===== config.mk =====
export PLATFORM = sky130hd
export DESIGN_NAME = odometry_dead_reckoning_step_core_flat
export DESIGN_NICKNAME = d
export VERILOG_FILES = /design/src/rtl/odr_pkg.sv /design/src/rtl/odr_if.sv /design/src/rtl/odometry_dead_reckoning_step_core.sv /design/src/rtl/odr_ctrl.sv /design/src/rtl/odr_dp.sv /design/src/flat_wrapper.sv
export SDC_FILE = /design/constraint.sdc
export NUM_CORES = 2
export LEC_CHECK = 0
export ABC_AREA = 1
export BUFFER_PORTS_ARGS = -buffer_cell sky130_fd_sc_hd__clkbuf_2
export CAP_MARGIN = 15
export CORE_MARGIN = 2
export CORE_UTILIZATION = 35
export DETAILED_ROUTE_END_ITERATION = 8
export MAX_ROUTING_LAYER = met4
export PLACE_DENSITY = 0.53
export SLEW_MARGIN = 40
export SYNTH_ARGS = -nofsm -noshare
export SYNTH_HDL_FRONTEND = slang
export SYNTH_SLANG_ARGS = --single-unit

===== constraint.sdc =====
create_clock -name clk_i -period 11.51 [get_ports clk_i]
set_input_delay 0.5755 -clock clk_i [delete_from_list [all_inputs] [get_ports clk_i]]
set_output_delay 0.5755 -clock clk_i [all_outputs]
set_load 0.1 [all_outputs]

===== src/rtl/odr_pkg.sv =====
// Shared types, constants and tables for the odometry dead-reckoning core.
// No dependencies; used by the interfaces, controller, datapath and top level.
package odr_pkg;

  // Default number of CORDIC iterations (at most 32, the arctangent table depth)
  localparam int unsigned CORDIC_STEPS_DEF = 14;

  // Arctangent table depth and index width
  localparam int unsigned ATAN_DEPTH = 32;
  localparam int unsigned ATAN_IDX_W = 5;

  // CORDIC vector and angle width (Q2.30 / 2^31 = pi, plus guard bits)
  localparam int unsigned CW = 34;

  localparam logic signed [CW-1:0] INV_GAIN     = 34'sd652032874;
  localparam logic signed [CW-1:0] QUARTER_TURN = 34'sd1073741824;
  localparam logic signed [CW-1:0] HALF_TURN    = 34'sd2147483648;

  // atan(2^-k) in units where 2^31 = pi
  localparam logic signed [CW-1:0] ATAN_TAB [ATAN_DEPTH] = '{
    34'sd536870912, 34'sd316933406, 34'sd167458907, 34'sd85004756,
    34'sd42667331,  34'sd21354465,  34'sd10679838,  34'sd5340245,
    34'sd2670163,   34'sd1335087,   34'sd667544,    34'sd333772,
    34'sd166886,    34'sd83443,     34'sd41722,     34'sd20861,
    34'sd10430,     34'sd5215,      34'sd2608,      34'sd1304,
    34'sd652,       34'sd326,       34'sd163,       34'sd81,
    34'sd41,        34'sd20,        34'sd10,        34'sd5,
    34'sd3,         34'sd1,         34'sd1,         34'sd0
  };

  // Field widths
  localparam int unsigned IN_W   = 16;
  localparam int unsigned POS_W  = 48;
  localparam int unsigned ACC_W  = 64;
  localparam int unsigned PROD_W = 52;
  localparam int unsigned MB_W   = 18;
  localparam int unsigned NRG_W  = 32;

  // Rounding bias added before the >>> 31 that lands the delta in Q.28
  localparam logic signed [ACC_W-1:0] ROUND_BIAS = 64'sd1073741824;

  // Configuration register map
  localparam int unsigned CFG_IDX_W  = 3;
  localparam int unsigned CFG_DATA_W = 32;

  localparam logic [CFG_IDX_W-1:0] CFG_SAMPLE_PERIOD = 3'd0;
  localparam logic [CFG_IDX_W-1:0] CFG_WHEEL_LIMIT   = 3'd1;
  localparam logic [CFG_IDX_W-1:0] CFG_GYRO_LIMIT    = 3'd2;
  localparam logic [CFG_IDX_W-1:0] CFG_TILT_LIMIT    = 3'd3;
  localparam logic [CFG_IDX_W-1:0] CFG_HOLD_SAMPLES  = 3'd4;

  localparam logic [15:0] RST_SAMPLE_PERIOD = 16'd328;
  localparam logic [31:0] RST_WHEEL_LIMIT   = 32'd17;
  localparam logic [31:0] RST_GYRO_LIMIT    = 32'd12582912;
  localparam logic [31:0] RST_TILT_LIMIT    = 32'd828100;
  localparam logic [15:0] RST_HOLD_SAMPLES  = 16'd100;

  // Multiplier operand selection
  typedef enum logic [3:0] {
    MUL_NONE,
    MUL_LL,
    MUL_RR,
    MUL_GX,
    MUL_GY,
    MUL_GZ,
    MUL_PA,
    MUL_RA,
    MUL_SP,
    MUL_C_LO,
    MUL_C_HI,
    MUL_S_LO,
    MUL_S_HI
  } mul_sel_e;

  // What to do with last cycle's product
  typedef enum logic [3:0] {
    ACC_NONE,
    ACC_WHEEL_SET,
    ACC_WHEEL_ADD,
    ACC_GYRO_SET,
    ACC_GYRO_ADD,
    ACC_TILT_SET,
    ACC_TILT_ADD,
    ACC_T1,
    ACC_N_SET,
    ACC_N_ADD,
    ACC_E_SET,
    ACC_E_ADD
  } acc_sel_e;

  typedef struct packed {
    logic                  load;
    logic                  rot;
    logic [ATAN_IDX_W-1:0] rot_idx;
    logic                  flip_fix;
    mul_sel_e              mul_sel;
    acc_sel_e              acc_sel;
    logic                  commit;
  } odr_cmd_t;

  typedef struct packed {
    logic signed [IN_W-1:0] left_speed;
    logic signed [IN_W-1:0] right_speed;
    logic signed [IN_W-1:0] heading;
    logic signed [IN_W-1:0] pitch_angle;
    logic signed [IN_W-1:0] roll_angle;
    logic signed [IN_W-1:0] rate_x;
    logic signed [IN_W-1:0] rate_y;
    logic signed [IN_W-1:0] rate_z;
  } odr_sample_t;

endpackage


===== src/rtl/odr_if.sv =====
// Handshake interfaces for the sample input, result output and config write channels.
// Depends on odr_pkg for field widths.
interface odr_in_if;
  logic                             valid;
  logic                             ready;
  logic signed [odr_pkg::IN_W-1:0]  left_speed;
  logic signed [odr_pkg::IN_W-1:0]  right_speed;
  logic signed [odr_pkg::IN_W-1:0]  heading;
  logic signed [odr_pkg::IN_W-1:0]  pitch_angle;
  logic signed [odr_pkg::IN_W-1:0]  roll_angle;
  logic signed [odr_pkg::IN_W-1:0]  rate_x;
  logic signed [odr_pkg::IN_W-1:0]  rate_y;
  logic signed [odr_pkg::IN_W-1:0]  rate_z;

  modport source (
    output valid, left_speed, right_speed, heading, pitch_angle, roll_angle,
           rate_x, rate_y, rate_z,
    input  ready
  );
  modport sink (
    input  valid, left_speed, right_speed, heading, pitch_angle, roll_angle,
           rate_x, rate_y, rate_z,
    output ready
  );
endinterface

interface odr_out_if;
  logic                              valid;
  logic                              ready;
  logic signed [odr_pkg::POS_W-1:0]  north_position;
  logic signed [odr_pkg::POS_W-1:0]  east_position;
  logic                              standstill;
  logic                              tilted;

  modport source (
    output valid, north_position, east_position, standstill, tilted,
    input  ready
  );
  modport sink (
    input  valid, north_position, east_position, standstill, tilted,
    output ready
  );
endinterface

interface odr_cfg_if;
  logic                              valid;
  logic                              ready;
  logic [odr_pkg::CFG_IDX_W-1:0]     index;
  logic [odr_pkg::CFG_DATA_W-1:0]    data;

  modport source (output valid, index, data, input ready);
  modport sink (input valid, index, data, output ready);
endinterface


===== src/rtl/odometry_dead_reckoning_step_core.sv =====
// Top level of the odometry dead-reckoning core: controller plus datapath.
// Depends on odr_pkg, the odr_*_if interfaces, odr_ctrl and odr_dp.

// One sample is taken at a time and occupies the core from acceptance to
// the next acceptance: the accept step, CORDIC_STEPS iterations of the shared
// shift-add CORDIC unit, a schedule in which a single 34x18 multiplier is
// reused for the squared energies, the speed-times-period product and the two
// halves of each position delta, and a commit step that waits until the
// output register is free. The result then sits in the output register; a
// new sample can be accepted while it waits, but the next result is held
// back until it is taken. Positions are Q20.28 and wrap at 48 bits. Config
// registers are written through cfg_i (always ready) and must only change
// while idle.
module odometry_dead_reckoning_step_core #(
  parameter int unsigned CORDIC_STEPS = odr_pkg::CORDIC_STEPS_DEF
) (
  input  logic      clk_i,
  input  logic      rst_ni,
  odr_in_if.sink    in_i,
  odr_out_if.source out_o,
  odr_cfg_if.sink   cfg_i
);

  odr_pkg::odr_cmd_t    cmd;
  odr_pkg::odr_sample_t sample;
  logic                 in_ready;
  logic                 out_valid;

  assign sample.left_speed  = in_i.left_speed;
  assign sample.right_speed = in_i.right_speed;
  assign sample.heading     = in_i.heading;
  assign sample.pitch_angle = in_i.pitch_angle;
  assign sample.roll_angle  = in_i.roll_angle;
  assign sample.rate_x      = in_i.rate_x;
  assign sample.rate_y      = in_i.rate_y;
  assign sample.rate_z      = in_i.rate_z;

  assign in_i.ready  = in_ready;
  assign out_o.valid = out_valid;
  assign cfg_i.ready = 1'b1;

  odr_ctrl #(
    .CORDIC_STEPS (CORDIC_STEPS)
  ) u_ctrl (
    .clk_i       (clk_i),
    .rst_ni      (rst_ni),
    .in_valid_i  (in_i.valid),
    .in_ready_o  (in_ready),
    .out_valid_o (out_valid),
    .out_ready_i (out_o.ready),
    .cmd_o       (cmd)
  );

  odr_dp u_dp (
    .clk_i        (clk_i),
    .rst_ni       (rst_ni),
    .cmd_i        (cmd),
    .sample_i     (sample),
    .cfg_we_i     (cfg_i.valid),
    .cfg_idx_i    (cfg_i.index),
    .cfg_data_i   (cfg_i.data),
    .north_o      (out_o.north_position),
    .east_o       (out_o.east_position),
    .standstill_o (out_o.standstill),
    .tilted_o     (out_o.tilted)
  );

endmodule


===== src/rtl/odr_ctrl.sv =====
// Controller: sequences CORDIC iterations, the shared multiplier schedule and commit.
// Depends on odr_pkg for the command struct and selection enums.
module odr_ctrl #(
  parameter int unsigned CORDIC_STEPS = odr_pkg::CORDIC_STEPS_DEF
) (
  input  logic              clk_i,
  input  logic              rst_ni,
  input  logic              in_valid_i,
  output logic              in_ready_o,
  output logic              out_valid_o,
  input  logic              out_ready_i,
  output odr_pkg::odr_cmd_t cmd_o
);

  localparam int unsigned CNT_W =
    ($clog2(CORDIC_STEPS) > 4) ? $clog2(CORDIC_STEPS) : 4;
  localparam int unsigned POST_LAST = 14;

  localparam logic [1:0] ST_IDLE = 2'd0;
  localparam logic [1:0] ST_ROT  = 2'd1;
  localparam logic [1:0] ST_POST = 2'd2;

  logic [1:0]       state_q, state_d;
  logic [CNT_W-1:0] cnt_q, cnt_d;
  logic             out_valid_q, out_valid_d;
  logic             can_commit;

  assign in_ready_o  = (state_q == ST_IDLE);
  assign out_valid_o = out_valid_q;
  assign can_commit  = !out_valid_q || out_ready_i;

  always_comb begin
    state_d = state_q;
    cnt_d   = cnt_q;
    cmd_o   = '0;
    unique case (state_q)
      ST_IDLE: begin
        if (in_valid_i) begin
          cmd_o.load = 1'b1;
          state_d    = ST_ROT;
          cnt_d      = '0;
        end
      end
      ST_ROT: begin
        cmd_o.rot     = 1'b1;
        cmd_o.rot_idx = odr_pkg::ATAN_IDX_W'(cnt_q);
        if (cnt_q == CNT_W'(CORDIC_STEPS - 1)) begin
          state_d = ST_POST;
          cnt_d   = '0;
        end else begin
          cnt_d = cnt_q + CNT_W'(1);
        end
      end
      ST_POST: begin
        // multiply issued this cycle, its product consumed in the next cycle
        unique case (cnt_q)
          0: begin
            cmd_o.mul_sel  = odr_pkg::MUL_LL;
            cmd_o.flip_fix = 1'b1;
          end
          1: begin
            cmd_o.mul_sel = odr_pkg::MUL_RR;
            cmd_o.acc_sel = odr_pkg::ACC_WHEEL_SET;
          end
          2: begin
            cmd_o.mul_sel = odr_pkg::MUL_GX;
            cmd_o.acc_sel = odr_pkg::ACC_WHEEL_ADD;
          end
          3: begin
            cmd_o.mul_sel = odr_pkg::MUL_GY;
            cmd_o.acc_sel = odr_pkg::ACC_GYRO_SET;
          end
          4: begin
            cmd_o.mul_sel = odr_pkg::MUL_GZ;
            cmd_o.acc_sel = odr_pkg::ACC_GYRO_ADD;
          end
          5: begin
            cmd_o.mul_sel = odr_pkg::MUL_PA;
            cmd_o.acc_sel = odr_pkg::ACC_GYRO_ADD;
          end
          6: begin
            cmd_o.mul_sel = odr_pkg::MUL_RA;
            cmd_o.acc_sel = odr_pkg::ACC_TILT_SET;
          end
          7: begin
            cmd_o.mul_sel = odr_pkg::MUL_SP;
            cmd_o.acc_sel = odr_pkg::ACC_TILT_ADD;
          end
          8: begin
            cmd_o.acc_sel = odr_pkg::ACC_T1;
          end
          9: begin
            cmd_o.mul_sel = odr_pkg::MUL_C_LO;
          end
          10: begin
            cmd_o.mul_sel = odr_pkg::MUL_C_HI;
            cmd_o.acc_sel = odr_pkg::ACC_N_SET;
          end
          11: begin
            cmd_o.mul_sel = odr_pkg::MUL_S_LO;
            cmd_o.acc_sel = odr_pkg::ACC_N_ADD;
          end
          12: begin
            cmd_o.mul_sel = odr_pkg::MUL_S_HI;
            cmd_o.acc_sel = odr_pkg::ACC_E_SET;
          end
          13: begin
            cmd_o.acc_sel = odr_pkg::ACC_E_ADD;
          end
          default: begin
            // final step: waits here until the output register is free
            if (can_commit) begin
              cmd_o.commit = 1'b1;
              state_d      = ST_IDLE;
            end
          end
        endcase
        if (cnt_q != CNT_W'(POST_LAST)) begin
          cnt_d = cnt_q + CNT_W'(1);
        end
      end
      default: begin
        state_d = ST_IDLE;
      end
    endcase
  end

  always_comb begin
    out_valid_d = out_valid_q;
    if (cmd_o.commit) begin
      out_valid_d = 1'b1;
    end else if (out_ready_i) begin
      out_valid_d = 1'b0;
    end
  end

  always_ff @(posedge clk_i or negedge rst_ni) begin
    if (!rst_ni) begin
      state_q     <= ST_IDLE;
      cnt_q       <= '0;
      out_valid_q <= 1'b0;
    end else begin
      state_q     <= state_d;
      cnt_q       <= cnt_d;
      out_valid_q <= out_valid_d;
    end
  end

endmodule


===== src/rtl/odr_dp.sv =====
// Datapath: config registers, iterative CORDIC, shared multiplier, position and
// standstill state. Depends on odr_pkg; driven by commands from odr_ctrl.
module odr_dp (
  input  logic                                clk_i,
  input  logic                                rst_ni,
  input  odr_pkg::odr_cmd_t                   cmd_i,
  input  odr_pkg::odr_sample_t                sample_i,
  input  logic                                cfg_we_i,
  input  logic [odr_pkg::CFG_IDX_W-1:0]       cfg_idx_i,
  input  logic [odr_pkg::CFG_DATA_W-1:0]      cfg_data_i,
  output logic signed [odr_pkg::POS_W-1:0]    north_o,
  output logic signed [odr_pkg::POS_W-1:0]    east_o,
  output logic                                standstill_o,
  output logic                                tilted_o
);

  localparam int unsigned CW    = odr_pkg::CW;
  localparam int unsigned ACC_W = odr_pkg::ACC_W;
  localparam int unsigned POS_W = odr_pkg::POS_W;
  localparam int unsigned NRG_W = odr_pkg::NRG_W;
  localparam int unsigned MB_W  = odr_pkg::MB_W;

  // config registers
  logic [15:0] sample_period_q;
  logic [31:0] wheel_limit_q;
  logic [31:0] gyro_limit_q;
  logic [31:0] tilt_limit_q;
  logic [15:0] hold_samples_q;

  // payload registers
  odr_pkg::odr_sample_t                smp_q;
  logic signed [CW-1:0]                x_q, y_q, z_q;
  logic                                flip_q;
  logic signed [odr_pkg::PROD_W-1:0]   prod_q;
  logic signed [CW-1:0]                t1_q;
  logic [NRG_W-1:0]                    wheel_e_q, gyro_e_q, tilt_e_q;
  logic signed [ACC_W-1:0]             dn_q, de_q;

  // state
  logic signed [POS_W-1:0] pos_n_q, pos_e_q;
  logic [15:0]             quiet_cnt_q, quiet_cnt_d;
  logic                    quiet_run_q, quiet_run_d;
  logic                    still_q, still_d;
  logic                    tilt_q;

  // CORDIC helpers
  logic signed [CW-1:0] z0, z_init;
  logic                 flip_init;
  logic signed [CW-1:0] dx, dy, atan_k;

  // multiplier
  logic signed [CW-1:0]               mul_a;
  logic signed [MB_W-1:0]             mul_b;
  logic signed [odr_pkg::PROD_W-1:0]  mul_p;
  logic [NRG_W-1:0]                   prod_lo;
  logic signed [ACC_W-1:0]            prod_ext;

  // commit
  logic        quiet, tilt_now;
  logic [15:0] cnt_inc;

  always_ff @(posedge clk_i or negedge rst_ni) begin
    if (!rst_ni) begin
      sample_period_q <= odr_pkg::RST_SAMPLE_PERIOD;
      wheel_limit_q   <= odr_pkg::RST_WHEEL_LIMIT;
      gyro_limit_q    <= odr_pkg::RST_GYRO_LIMIT;
      tilt_limit_q    <= odr_pkg::RST_TILT_LIMIT;
      hold_samples_q  <= odr_pkg::RST_HOLD_SAMPLES;
    end else if (cfg_we_i) begin
      unique case (cfg_idx_i)
        odr_pkg::CFG_SAMPLE_PERIOD: sample_period_q <= cfg_data_i[15:0];
        odr_pkg::CFG_WHEEL_LIMIT:   wheel_limit_q   <= cfg_data_i;
        odr_pkg::CFG_GYRO_LIMIT:    gyro_limit_q    <= cfg_data_i;
        odr_pkg::CFG_TILT_LIMIT:    tilt_limit_q    <= cfg_data_i;
        odr_pkg::CFG_HOLD_SAMPLES:  hold_samples_q  <= cfg_data_i[15:0];
        default: ;
      endcase
    end
  end

  // heading as a 32-bit binary angle, folded into [-pi/2, pi/2]
  always_comb begin
    z0        = CW'($signed({sample_i.heading, 16'h0000}));
    z_init    = z0;
    flip_init = 1'b0;
    if (z0 > odr_pkg::QUARTER_TURN) begin
      z_init    = z0 - odr_pkg::HALF_TURN;
      flip_init = 1'b1;
    end else if (z0 < -odr_pkg::QUARTER_TURN) begin
      z_init    = z0 + odr_pkg::HALF_TURN;
      flip_init = 1'b1;
    end
  end

  assign dx     = y_q >>> cmd_i.rot_idx;
  assign dy     = x_q >>> cmd_i.rot_idx;
  assign atan_k = odr_pkg::ATAN_TAB[cmd_i.rot_idx];

  always_comb begin
    mul_a = '0;
    mul_b = '0;
    unique case (cmd_i.mul_sel)
      odr_pkg::MUL_LL: begin
        mul_a = CW'(smp_q.left_speed);
        mul_b = MB_W'(smp_q.left_speed);
      end
      odr_pkg::MUL_RR: begin
        mul_a = CW'(smp_q.right_speed);
        mul_b = MB_W'(smp_q.right_speed);
      end
      odr_pkg::MUL_GX: begin
        mul_a = CW'(smp_q.rate_x);
        mul_b = MB_W'(smp_q.rate_x);
      end
      odr_pkg::MUL_GY: begin
        mul_a = CW'(smp_q.rate_y);
        mul_b = MB_W'(smp_q.rate_y);
      end
      odr_pkg::MUL_GZ: begin
        mul_a = CW'(smp_q.rate_z);
        mul_b = MB_W'(smp_q.rate_z);
      end
      odr_pkg::MUL_PA: begin
        mul_a = CW'(smp_q.pitch_angle);
        mul_b = MB_W'(smp_q.pitch_angle);
      end
      odr_pkg::MUL_RA: begin
        mul_a = CW'(smp_q.roll_angle);
        mul_b = MB_W'(smp_q.roll_angle);
      end
      odr_pkg::MUL_SP: begin
        // L + R read as Q4.13, times the period
        mul_a = CW'(smp_q.left_speed) + CW'(smp_q.right_speed);
        mul_b = $signed({2'b00, sample_period_q});
      end
      odr_pkg::MUL_C_LO: begin
        mul_a = x_q;
        mul_b = $signed({2'b00, t1_q[15:0]});
      end
      odr_pkg::MUL_C_HI: begin
        mul_a = x_q;
        mul_b = $signed(t1_q[CW-1:16]);
      end
      odr_pkg::MUL_S_LO: begin
        mul_a = y_q;
        mul_b = $signed({2'b00, t1_q[15:0]});
      end
      odr_pkg::MUL_S_HI: begin
        mul_a = y_q;
        mul_b = $signed(t1_q[CW-1:16]);
      end
      default: ;
    endcase
  end

  assign mul_p    = mul_a * mul_b;
  assign prod_lo  = prod_q[NRG_W-1:0];
  assign prod_ext = ACC_W'(prod_q);

  always_ff @(posedge clk_i) begin
    prod_q <= mul_p;
    if (cmd_i.load) begin
      smp_q  <= sample_i;
      x_q    <= odr_pkg::INV_GAIN;
      y_q    <= '0;
      z_q    <= z_init;
      flip_q <= flip_init;
    end else if (cmd_i.rot) begin
      if (!z_q[CW-1]) begin
        x_q <= x_q - dx;
        y_q <= y_q + dy;
        z_q <= z_q - atan_k;
      end else begin
        x_q <= x_q + dx;
        y_q <= y_q - dy;
        z_q <= z_q + atan_k;
      end
    end else if (cmd_i.flip_fix && flip_q) begin
      x_q <= -x_q;
      y_q <= -y_q;
    end

    unique case (cmd_i.acc_sel)
      odr_pkg::ACC_WHEEL_SET: wheel_e_q <= prod_lo;
      odr_pkg::ACC_WHEEL_ADD: wheel_e_q <= wheel_e_q + prod_lo;
      odr_pkg::ACC_GYRO_SET:  gyro_e_q  <= prod_lo;
      odr_pkg::ACC_GYRO_ADD:  gyro_e_q  <= gyro_e_q + prod_lo;
      odr_pkg::ACC_TILT_SET:  tilt_e_q  <= prod_lo;
      odr_pkg::ACC_TILT_ADD:  tilt_e_q  <= tilt_e_q + prod_lo;
      odr_pkg::ACC_T1:        t1_q      <= prod_q[CW-1:0];
      odr_pkg::ACC_N_SET:     dn_q      <= prod_ext + odr_pkg::ROUND_BIAS;
      odr_pkg::ACC_N_ADD:     dn_q      <= dn_q + (prod_ext <<< 16);
      odr_pkg::ACC_E_SET:     de_q      <= prod_ext + odr_pkg::ROUND_BIAS;
      odr_pkg::ACC_E_ADD:     de_q      <= de_q + (prod_ext <<< 16);
      default: ;
    endcase
  end

  // standstill run tracking
  always_comb begin
    quiet       = (wheel_e_q < wheel_limit_q) && (gyro_e_q < gyro_limit_q);
    tilt_now    = !(tilt_e_q < tilt_limit_q);
    cnt_inc     = (quiet_cnt_q != 16'hFFFF) ? quiet_cnt_q + 16'd1 : quiet_cnt_q;
    quiet_run_d = quiet_run_q;
    quiet_cnt_d = quiet_cnt_q;
    still_d     = still_q;
    if (!quiet) begin
      quiet_run_d = 1'b0;
      quiet_cnt_d = '0;
      still_d     = 1'b0;
    end else if (!quiet_run_q) begin
      quiet_run_d = 1'b1;
      quiet_cnt_d = '0;
    end else begin
      quiet_cnt_d = cnt_inc;
      if (cnt_inc > hold_samples_q) begin
        still_d = 1'b1;
      end
    end
  end

  always_ff @(posedge clk_i or negedge rst_ni) begin
    if (!rst_ni) begin
      pos_n_q     <= '0;
      pos_e_q     <= '0;
      quiet_cnt_q <= '0;
      quiet_run_q <= 1'b0;
      still_q     <= 1'b0;
      tilt_q      <= 1'b0;
    end else if (cmd_i.commit) begin
      // delta is the accumulator >>> 31, sign-extended into the 48-bit wrap
      pos_n_q     <= pos_n_q + POS_W'($signed(dn_q[ACC_W-1:31]));
      pos_e_q     <= pos_e_q + POS_W'($signed(de_q[ACC_W-1:31]));
      quiet_cnt_q <= quiet_cnt_d;
      quiet_run_q <= quiet_run_d;
      still_q     <= still_d;
      tilt_q      <= tilt_now;
    end
  end

  assign north_o      = pos_n_q;
  assign east_o       = pos_e_q;
  assign standstill_o = still_q;
  assign tilted_o     = tilt_q;

endmodule


===== src/flat_wrapper.sv =====
// flat-port wrapper written by rule: the top's interface ports become plain ports
module odometry_dead_reckoning_step_core_flat 
#(
  parameter int unsigned CORDIC_STEPS = odr_pkg::CORDIC_STEPS_DEF
)
  (clk_i, rst_ni, in_i_valid, in_i_left_speed, in_i_right_speed, in_i_heading, in_i_pitch_angle, in_i_roll_angle, in_i_rate_x, in_i_rate_y, in_i_rate_z, in_i_ready, out_o_valid, out_o_north_position, out_o_east_position, out_o_standstill, out_o_tilted, out_o_ready, cfg_i_valid, cfg_i_index, cfg_i_data, cfg_i_ready);
  odr_in_if in_i_i ();
  odr_out_if out_o_i ();
  odr_cfg_if cfg_i_i ();
  input  logic clk_i;
  input  logic rst_ni;
  input wire logic [$bits(in_i_i.valid)-1:0] in_i_valid;
  input wire logic [$bits(in_i_i.left_speed)-1:0] in_i_left_speed;
  input wire logic [$bits(in_i_i.right_speed)-1:0] in_i_right_speed;
  input wire logic [$bits(in_i_i.heading)-1:0] in_i_heading;
  input wire logic [$bits(in_i_i.pitch_angle)-1:0] in_i_pitch_angle;
  input wire logic [$bits(in_i_i.roll_angle)-1:0] in_i_roll_angle;
  input wire logic [$bits(in_i_i.rate_x)-1:0] in_i_rate_x;
  input wire logic [$bits(in_i_i.rate_y)-1:0] in_i_rate_y;
  input wire logic [$bits(in_i_i.rate_z)-1:0] in_i_rate_z;
  output wire logic [$bits(in_i_i.ready)-1:0] in_i_ready;
  output wire logic [$bits(out_o_i.valid)-1:0] out_o_valid;
  output wire logic [$bits(out_o_i.north_position)-1:0] out_o_north_position;
  output wire logic [$bits(out_o_i.east_position)-1:0] out_o_east_position;
  output wire logic [$bits(out_o_i.standstill)-1:0] out_o_standstill;
  output wire logic [$bits(out_o_i.tilted)-1:0] out_o_tilted;
  input wire logic [$bits(out_o_i.ready)-1:0] out_o_ready;
  input wire logic [$bits(cfg_i_i.valid)-1:0] cfg_i_valid;
  input wire logic [$bits(cfg_i_i.index)-1:0] cfg_i_index;
  input wire logic [$bits(cfg_i_i.data)-1:0] cfg_i_data;
  output wire logic [$bits(cfg_i_i.ready)-1:0] cfg_i_ready;
  assign in_i_i.valid = in_i_valid;
  assign in_i_i.left_speed = in_i_left_speed;
  assign in_i_i.right_speed = in_i_right_speed;
  assign in_i_i.heading = in_i_heading;
  assign in_i_i.pitch_angle = in_i_pitch_angle;
  assign in_i_i.roll_angle = in_i_roll_angle;
  assign in_i_i.rate_x = in_i_rate_x;
  assign in_i_i.rate_y = in_i_rate_y;
  assign in_i_i.rate_z = in_i_rate_z;
  assign in_i_ready = in_i_i.ready;
  assign out_o_valid = out_o_i.valid;
  assign out_o_north_position = out_o_i.north_position;
  assign out_o_east_position = out_o_i.east_position;
  assign out_o_standstill = out_o_i.standstill;
  assign out_o_tilted = out_o_i.tilted;
  assign out_o_i.ready = out_o_ready;
  assign cfg_i_i.valid = cfg_i_valid;
  assign cfg_i_i.index = cfg_i_index;
  assign cfg_i_i.data = cfg_i_data;
  assign cfg_i_ready = cfg_i_i.ready;
  odometry_dead_reckoning_step_core #(.CORDIC_STEPS(CORDIC_STEPS)) u_core (.clk_i(clk_i), .rst_ni(rst_ni), .in_i(in_i_i), .out_o(out_o_i), .cfg_i(cfg_i_i));
endmodule

==> flow_summary.yaml <==
outcome:
  status: "finished, final reports clean"
hold_path:
  hold_path.class: "in -> reg"
finish:
  nFillCells: 24967
  drive_above_1_share_pct: 7.24
  final_area_mm2: 0.0933
  layout.cells.non_filler: 14972
  nets: 13105
  areaGrowthSynthToFinish_pct: 10.9
logic_synthesis:
  synth_seq_cells: 743
  syn_nets: 12849
  synth-simple-area-share_pct: 22.9
  synth_fa_ha_area_share_pct: 23.9
  syn_avg_cell_area_um2: 7.36
  async_reset_ff_share_pct: 33.6
  synth_compound_area_share_pct: 14.8
  synthMuxAreaShare_pct: 0
  synth_area_mm2: 0.0841
  synthCells: 11434
  seq_area_frac_synth_pct: 23.6
  synth_ff_type: "edfxtp_1"
  yosys_warnings: 0
  ys_types: 84
  synth_top_family_by_area: "adder cells"
  yosys.area_share.xor_xnor_pct: 3.92
  synth_edf_count: 373
timing:
  max_slew_margin_pct: 39.6
  fin_skew_ns: 0.0428
  period_share_pct: 88.6
  slew_viol_final: 0
  tightest_slew_ns: 0.904
  hold_violations: 0
  final.setup.tns_ns: 0
  min_period_ns: 10.20
  hold-worst-slack_ns: 0.0764
  rsz0062_at_grt: "false"
  setup_viol: 0
  max_clock_freq_ghz: 0.0980
placement:
  io_buffers: 267
  gp_congestion: 0.993
  dp_hpwl_mm: 259
  placed_area_mm2: 0.0888
  place_inst: 14656
grt:
  grt_max_degree: 124
  track_usage_pct: 27.0
  grt_first_pass_wirelength_mm: 489
  grt-ovfl-total: 0
  grt_antenna_before_repair: 20
  grt_pass1_vias: 78715
power:
  power_density_mw_per_mm2: 242
  total_leakage_power_uw: 0.0456
  vdd.ir_drop.worst_v: 0.000277
route:
  drc: 0
  drtAntennaViolNets: 0
  vias: 79096
  drtIter0Drc: 6446
  dr.pass1.iters: 6
  wire_per_inst_um: 21.8
  wirelength_mm: 326
  viasPerCell: 5.28
floorplan:
  coreArea_mm2: 0.239
  rows: 179
  die_h_um: 494
  ioPinCount: 269
  initial_utilization_pct: 35.3
  die_x_um: 494
  dieArea_mm2: 0.244
critical_path:
  slowest_stage: "nand3_2"
  crit_fanout: 27
  crit_path_frequent_cell: "inv_1"
  crit_required_ns: 12.18
  crit_path_max_incr_delay_ns: 0.76
  critPathKind: "reg -> reg"
  cp.arrival_ns: 10.87
  cp-start-kind: "flop"
  endpoint_kind: "flop"
clock_network:
  cts_tree: "done"
  clk_latency_ns: 0.78
  clockBufferDepth: 3
  h-tree-depth: 3
  path_clk_slew_ns: 0.06
  ctsRootBufferMaster: "clkbuf_16"
  clkSinkCount: 743
  cts_buffers: 99
  ctsResizeCount: 0
flow_run:
  maxCapViolations: 0
-- synthesized netlist by cell type (10+ instances only) --
library cell / number / area share, %
nand2_1: 2641 / 12
inv_1: 1970 / 8.8
o21ai_0: 881 / 5.2
nor2_1: 819 / 3.7
a21oi_1: 749 / 4.5
ha_1: 651 / 9.7
nand3_1: 624 / 3.7
fa_1: 596 / 14
edfxtp_1: 373 / 13
dfrtp_1: 232 / 6.9
xor2_1: 224 / 2.3
clkbuf_1: 147 / 0.66
xnor2_1: 140 / 1.5
nor3_1: 123 / 0.73
dfxtp_1: 120 / 2.9
a31oi_1: 110 / 0.82
buf_2: 104 / 0.62
nand4_1: 96 / 0.71
or2_2: 93 / 0.69
a21o_1: 54 / 0.48
o21a_1: 49 / 0.44
o211ai_1: 43 / 0.38
nor4_1: 36 / 0.27
o21ai_1: 35 / 0.21
inv_2: 34 / 0.15
buf_6: 30 / 0.40
o21bai_1: 30 / 0.27
o22ai_1: 30 / 0.22
a22o_1: 27 / 0.28
nand2_2: 27 / 0.20
a21boi_0: 23 / 0.21
a221oi_1: 23 / 0.24
nor2_2: 22 / 0.16
buf_4: 20 / 0.18
nand3b_1: 20 / 0.18
o31ai_1: 19 / 0.17
dfstp_2: 18 / 0.56
o2111ai_1: 16 / 0.17
and3_1: 14 / 0.10
o221ai_1: 14 / 0.15
o21ai_2: 13 / 0.14
nand3_2: 12 / 0.14
nor2_4: 12 / 0.16
buf_1: 11 / 0.049
o2111ai_4: 10 / 0.31
-- cells by family (layout without fill, tap and decap cells) --
group | count (synthesis) | count (layout)
AOI/OAI and AO/OA | 2177 | 2177
xor gates and xnor gates | 371 | 371
adders and majority gates | 1247 | 1247
buffers and inverters | 2325 | 2667
DFF | 743 | 743
other | 1 | 30
and+or+nand+nor | 4570 | 4570
-- final timing paths --
kind / from / end / slack, ns / cells after the start
max reg2reg: u_core.u_ctrl.cnt_q[0]$_DFFE_PN0P_ / u_core.u_dp.prod_q[50]$_DFF_P_ / 1.31 / 38
min reg2reg: u_core.u_dp.wheel_limit_q[14]$_DFFE_PN0P_ / u_core.u_dp.wheel_limit_q[14]$_DFFE_PN0P_ / 0.49 / 2
min in group asynchronous: rst_ni / u_core.u_dp.quiet_cnt_q[3]$_DFFE_PN0P_ / 0.41 / 2
min: cfg_i_data[18] / u_core.u_dp.tilt_limit_q[18]$_DFFE_PN1P_ / 0.08 / 3
max in group asynchronous: rst_ni / u_core.u_dp.east_o[37]$_DFFE_PN0P_ / 9.14 / 5
max: u_core.u_ctrl.cnt_q[0]$_DFFE_PN0P_ / u_core.u_dp.prod_q[50]$_DFF_P_ / 1.31 / 38
-- cell type report --
cell class / instances / area, um2 / area share, %
repair buffers: 468 / 3210 / 3.44
diodes: 29 / 72.6 / 0.0778
flip-flops and latches: 743 / 19900 / 21.3
clock inverters: 56 / 619 / 0.664
multi-input cells: 8366 / 55200 / 59.2
inverters: 2012 / 7580 / 8.12
clock buffers: 131 / 2750 / 2.95
well taps: 3167 / 3960 / 4.25
-- sequential cells by signal, summed over array words and instances, names as in the netlist, 2 cells and up --
register,flops
u_core.u_dp.gyro_limit_q,32
u_core.u_dp.sample_period_q,16
u_core.u_dp.tilt_limit_q,32
u_core.u_dp.north_o,48
u_core.u_dp.t1_q,34
u_core.u_dp.east_o,48
u_core.u_dp.dn_q,48
u_core.u_dp.smp_q,112
u_core.u_dp.wheel_e_q,32
u_core.u_dp.tilt_e_q,32
u_core.u_dp.quiet_cnt_q,16
u_core.u_dp.x_q,34
u_core.u_ctrl.cnt_q,4
u_core.u_dp.de_q,48
u_core.u_ctrl.state_q,2
u_core.u_dp.y_q,34
u_core.u_dp.wheel_limit_q,32
u_core.u_dp.prod_q,52
u_core.u_dp.gyro_e_q,32
u_core.u_dp.hold_samples_q,16
u_core.u_dp.z_q,34
-- critical path, delay by kind of cell, from the launching register on --
kind | cells | cell delay (ns)
xor gates and xnor gates | 1 | 0.17
DFF | 1 | 0.32
AOI/OAI and AO/OA | 7 | 1.14
buffers and inverters | 12 | 2.39
and+or+nand+nor | 10 | 2.28
adders and majority gates | 8 | 3.72
-- stage by stage --
step | setup slack, ns | power, uW | util [%]
6_report | 1.31 | 22600 | 39.1
5_1_grt | 0.774 | 24300 | 39.1
4_1_cts | 1.41 | 22500 | 39.1
3_5_place_dp | 1.45 | 19100 | 37.2
3_3_place_gp | 1.22 | 19000 | 37.2
2_1_floorplan | 3.51 | 14500 | -
-- timing repair --
| item | in CTS | in global routing |
|---|---|---|
| endpoints found under the hold margin | 170 | 0 |
| buffers inserted | 0 | 0 |
| hold buffers | 97 | 0 |
-- routing by layer --
layer  GRT usage (%)  vias up  routed length, um
met1            34.8    38394             143000
li1                -    37662                  -
met2            44.1     2503             153000
met5               -        -                  0
met3            3.17      537              17600
met4            9.09        0              12500
-- where the power goes --
| part | switching (uW) | internal, uW |
|---|---|---|
| combinational | 10500 | 4440 |
| clock | 1400 | 1860 |
| sequential | 820 | 3550 |
| total | 12700 | 9860 |
-- placed cells by master, fill, tap and decap left out, drive strengths merged, types with 19 or more instances in the layout --
master	synthesis	routed
nand2	2674	2674
inv	2007	2015
o21ai	930	930
nor2	853	853
a21oi	757	757
ha	651	651
nand3	636	636
fa	596	596
clkbuf	147	397
edfxtp	373	373
dfrtp	232	232
xor2	231	231
xnor2	140	140
nor3	130	130
dfxtp	120	120
a31oi	111	111
buf	166	105
nand4	99	99
dlygate4sd3	0	97
or2	96	96
a21o	54	54
o21a	49	49
o211ai	45	45
clkinv	5	38
nor4	37	37
o22ai	31	31
o21bai	30	30
o2111ai	30	30
diode	0	29
a22o	27	27
a221oi	24	24
a21boi	23	23
nand3b	20	20
o31ai	19	19
Power figures use the tool's default switching activity.
